==> config.mk <==
export PLATFORM = sky130hd
export DESIGN_NAME = att_ctrl
export DESIGN_NICKNAME = d
export VERILOG_FILES = /design/src/rtl/att_pkg.sv /design/src/rtl/att_ctrl.sv
export SDC_FILE = /design/constraint.sdc
export NUM_CORES = 1
export LEC_CHECK = 0
export ABC_AREA = 1
export BUFFER_PORTS_ARGS = -buffer_cell sky130_fd_sc_hd__clkbuf_2
export CORE_AREA = 2 2 39 41
export CTS_CLUSTER_SIZE = 28
export DETAILED_ROUTE_END_ITERATION = 7
export DIE_AREA = 0 0 41 43
export GPL_ROUTABILITY_DRIVEN = 0
export SYNTH_ARGS = -nofsm -noshare
export SYNTH_HDL_FRONTEND = slang
export SYNTH_SLANG_ARGS = --single-unit
==> constraint.sdc <==
create_clock -name clk -period 2.5 [get_ports clk]
set_input_delay 0 -clock clk [delete_from_list [all_inputs] [get_ports clk]]
set_output_delay 0 -clock clk [all_outputs]
set_load 0.005 [all_outputs]
==> src/rtl/att_pkg.sv <==
`default_nettype none

package att_pkg;

  localparam int TRACK_ENTRIES_DEF = 64;

  localparam int ADDR_W = 48;
  localparam int SIZE_W = 32;
  localparam int SUM_W  = 48;
  localparam int CNT_W  = 32;
  localparam int LIVE_W = 7;

  localparam logic [1:0] OP_RECORD  = 2'd0;
  localparam logic [1:0] OP_RELEASE = 2'd1;
  localparam logic [1:0] OP_RECOUNT = 2'd2;

  localparam logic [1:0] STS_OK    = 2'd0;
  localparam logic [1:0] STS_PARAM = 2'd1;
  localparam logic [1:0] STS_ERROR = 2'd2;
  localparam logic [1:0] STS_FULL  = 2'd3;

  typedef struct packed {
    logic [1:0]        opcode;
    logic [ADDR_W-1:0] address;
    logic [SIZE_W-1:0] size;
  } in_item_t;

  typedef struct packed {
    logic [1:0]        status;
    logic [SUM_W-1:0]  alloc_bytes;
    logic [SUM_W-1:0]  freed_bytes;
    logic [SUM_W-1:0]  live_bytes;
    logic [SUM_W-1:0]  peak_bytes;
    logic [CNT_W-1:0]  rec_count;
    logic [CNT_W-1:0]  rel_count;
    logic [LIVE_W-1:0] active_count;
    logic [LIVE_W-1:0] leak_tally;
  } out_item_t;

  typedef struct packed {
    logic              valid;
    logic [ADDR_W-1:0] address;
    logic [SIZE_W-1:0] size;
  } entry_t;

  typedef enum logic [2:0] {
    ST_CLEAR,
    ST_IDLE,
    ST_DECODE,
    ST_SCAN,
    ST_DONE
  } state_t;

  // controller -> datapath
  typedef struct packed {
    logic clear_start;
    logic clear_step;
    logic decode;
    logic scan_start;
    logic scan_step;
    logic resolve;
    logic out_load;
  } cmd_t;

  // datapath -> controller
  typedef struct packed {
    logic clr_req;
    logic need_scan;
    logic idx_last;
    logic hit;
    logic miss;
    logic out_busy;
  } sts_t;

endpackage

`default_nettype wire

==> src/rtl/att_ctrl.sv <==
`default_nettype none

module att_ctrl (
  input  wire logic          clk,
  input  wire logic          rst_n,
  input  wire logic          in_valid,
  output logic               in_ready,
  input  wire att_pkg::sts_t sts,
  output att_pkg::cmd_t      cmd
);

  att_pkg::state_t state_r, state_nxt;

  always_ff @(posedge clk) begin
    if (!rst_n) begin
      state_r <= att_pkg::ST_CLEAR;
    end else begin
      state_r <= state_nxt;
    end
  end

  always_comb begin
    cmd       = '0;
    state_nxt = state_r;
    in_ready  = 1'b0;
    case (state_r)
      att_pkg::ST_CLEAR: begin
        cmd.clear_step = 1'b1;
        if (sts.idx_last) begin
          state_nxt = att_pkg::ST_IDLE;
        end
      end
      att_pkg::ST_IDLE: begin
        in_ready = !sts.clr_req;
        if (in_valid && !sts.clr_req) begin
          state_nxt = att_pkg::ST_DECODE;
        end
      end
      att_pkg::ST_DECODE: begin
        cmd.decode = 1'b1;
        if (sts.need_scan) begin
          cmd.scan_start = 1'b1;
          state_nxt      = att_pkg::ST_SCAN;
        end else begin
          state_nxt = att_pkg::ST_DONE;
        end
      end
      att_pkg::ST_SCAN: begin
        cmd.scan_step = 1'b1;
        if (sts.hit || sts.miss) begin
          cmd.resolve = 1'b1;
          state_nxt   = att_pkg::ST_DONE;
        end
      end
      att_pkg::ST_DONE: begin
        if (!sts.out_busy) begin
          cmd.out_load = 1'b1;
          state_nxt    = att_pkg::ST_IDLE;
        end
      end
      default: begin
        state_nxt = att_pkg::ST_IDLE;
      end
    endcase
    // enable rising: restart the table wipe from entry 0
    if (sts.clr_req) begin
      cmd             = '0;
      cmd.clear_start = 1'b1;
      state_nxt       = att_pkg::ST_CLEAR;
    end
  end

  a_one_at_a_time: assert property (@(posedge clk) disable iff (!rst_n)
    (in_valid && in_ready) |=> !in_ready)
    else $error("second item taken while one is in flight");

  a_clr_enters_wipe: assert property (@(posedge clk) disable iff (!rst_n)
    sts.clr_req |=> (state_r == att_pkg::ST_CLEAR))
    else $error("enable rise did not start table wipe");

endmodule

`default_nettype wire

==> results.toml <==
[status]
status = "completed"

[finish]
fin_nets = 80
largest_reg_flops = 3
top_regs = "state_r (3)"
largest_register = "state_r"
fin_util_pct = 28.9
antenna_cells = 0
drive_gt1_share_pct = 32.9
area_growth_pct = 34.5

[power]
total_power_w = 0.000198
power.density_nw_per_um2 = 495
vdd_drop_max_mv = 0.114
p_leak_nw = 0.223

[clock_tree]
post_cts_buffers = 0
hold_buffers = 0
insertion_delay_ns = 0.23
numCtsBuffers = 3
cts_root_buffer = "clkbuf_4"
cts_sinks = 3
cts_buffer_depth = 2
cts.reportedPaths.clkPinSlew_ns = 0.04
cts_resized = 0
htree_levels = 1
tritoncts = "yes"

[worst_setup_path]
cp_data_required_time_ns = 2.50
endpoint_kind = "primary output"
r2r_slack_ns = 1.39
path_max_fanout = 8
start_kind = "flip-flop"
crit_type = "reg -> out"
critical_path_arrival_ns = 1.18

[placed_design]
io_buffers = 16
hpwl_um = 594

[sta]
setup_viol = 0
finClkSkew_ns = 0.000337
slew_headroom_pct = 84.4
rsz0062_at_grt = "no"
hold_viol = 0
tightest_slew_ns = 0.232
fmax_mhz = 846
final-max-slew-violation-count = 0
period_minus_slack_ns = 1.18
tns_ns = 0
final.period_utilization_pct = 47.3
worst_hold_slack_ns = 0.0699

[logic_synthesis]
syn_nets = 62
synthArstFlopShare_pct = 0
netlist_top_cells_count = "nand2_1 (12), nor2_1 (10), inv_1 (8), nand3_1 (4), nor3_1 (4)"
synth_warnings = 0
yosys.area.top_type = "dfxtp_1"
netlist_area_sq_um = 298
ys.flop_type = "dfxtp_1"
synth_most_common_cell = "nand2_1"
yosys-top-cells-area = "dfxtp_1 (20%), nand2_1 (15%), nor2_1 (13%)"
synth_edf_count = 0
syn_inst = 53
synth_top_cell_area_share_pct = 20.2
synth_seq_area_share_pct = 20.2
synth_cell_types = 15
avgSynthCellArea_sq_um = 5.62
ys_ff_latch = 3

[route]
vias_per_cell = 4.06
drcViolationCount = 0
via_count = 349
wl_um = 689
ant_nets = 0
drt_iter0_markers = 6
dr.pass1.iters = 4
wl_per_cell_um = 8.01

[floorplan]
dieArea_sq_um = 1760
io-pin-count = 17
start_util_pct = 21.5
die_h_um = 43
fp.coreArea_sq_um = 1380
die_x_um = 41
row_count = 14

[global_routing]
grt_max_degree = 10
grt_overflow = 0
grt_pass1_wl_um = 1100
antenna_found_initial = 0
grt.total_usage_pct = 9.65
grt_pass1_vias = 282

[min_path]
hp-class = "in -> reg"

[flow_run]
maxCapViolCount = 0
[through the flow]
stage          setup WS (ns)  instances  area [sq um]
2_1_floorplan           1.50         53           298
3_3_place_gp            1.40         82           374
3_5_place_dp            1.39         82           374
4_1_cts                 1.29         86           400
5_1_grt                 1.16         86           400
6_report                1.32         86           400
[area by class of cell]
class | count | area (sq um)
flip-flops and latches | 3 | 60.1
inverters | 8 | 30.0
fillers | 161 | 983
multi-input cells | 39 | 184
repair buffers | 16 | 80.1
clock buffers | 4 | 26.3
well taps | 16 | 20.0
[logic make-up after synthesis]
group | after synthesis | synth area share [%]
flip-flops | 3 | 20.2
buffers and inverters | 11 | 18.1
AO/OA/AOI/OAI | 3 | 7.56
AND/OR/NAND/NOR | 36 | 54.2
[metal layers]
metal	wire length (um)	part of all wire (%)	global-route usage (%)
met1	305	44	12.6
met3	65	9.4	3.14
met2	317	46	12.2
met4	0	0	8.00
met5	0	0	0
[where the power goes]
group / internal [W] / switching, W
Combinational: 0.0000251 / 0.0000320
Clock: 0.0000597 / 0.0000228
Sequential: 0.0000520 / 0.00000636
[worst max-delay path, stage by stage, from the launching register on]
cell      delay, ns
dfxtp_1        0.44
nand2_1        0.10
nor2_2         0.10
inv_1          0.05
nor3_1         0.12
clkbuf_2       0.14
[cell usage in the layout (no fill, tap or decap)]
| cell | count |
|---|---|
| clkbuf_2 | 16 |
| nand2_1 | 12 |
| nor2_1 | 10 |
| inv_1 | 8 |
| nor3_1 | 4 |
| nand3_1 | 4 |
| clkbuf_4 | 3 |
| dfxtp_1 | 3 |
| nor2_2 | 2 |
| nand2_2 | 2 |
| o21bai_1 | 2 |
| nor4_1 | 1 |
| o21a_1 | 1 |
| nor3b_1 | 1 |
| clkbuf_1 | 1 |
[worst paths after layout]
check	from	end	cells past startpoint
hold reg to reg	state_r[1]$_SDFFE_PP0P_	state_r[1]$_SDFFE_PP0P_	2
hold / removal	rst_n	state_r[0]$_SDFFE_PP0P_	5
setup reg to reg	state_r[1]$_SDFFE_PP0P_	state_r[1]$_SDFFE_PP0P_	7
setup / recovery	state_r[1]$_SDFFE_PP0P_	cmd[1]	5
Power figures use the tool's default switching activity.
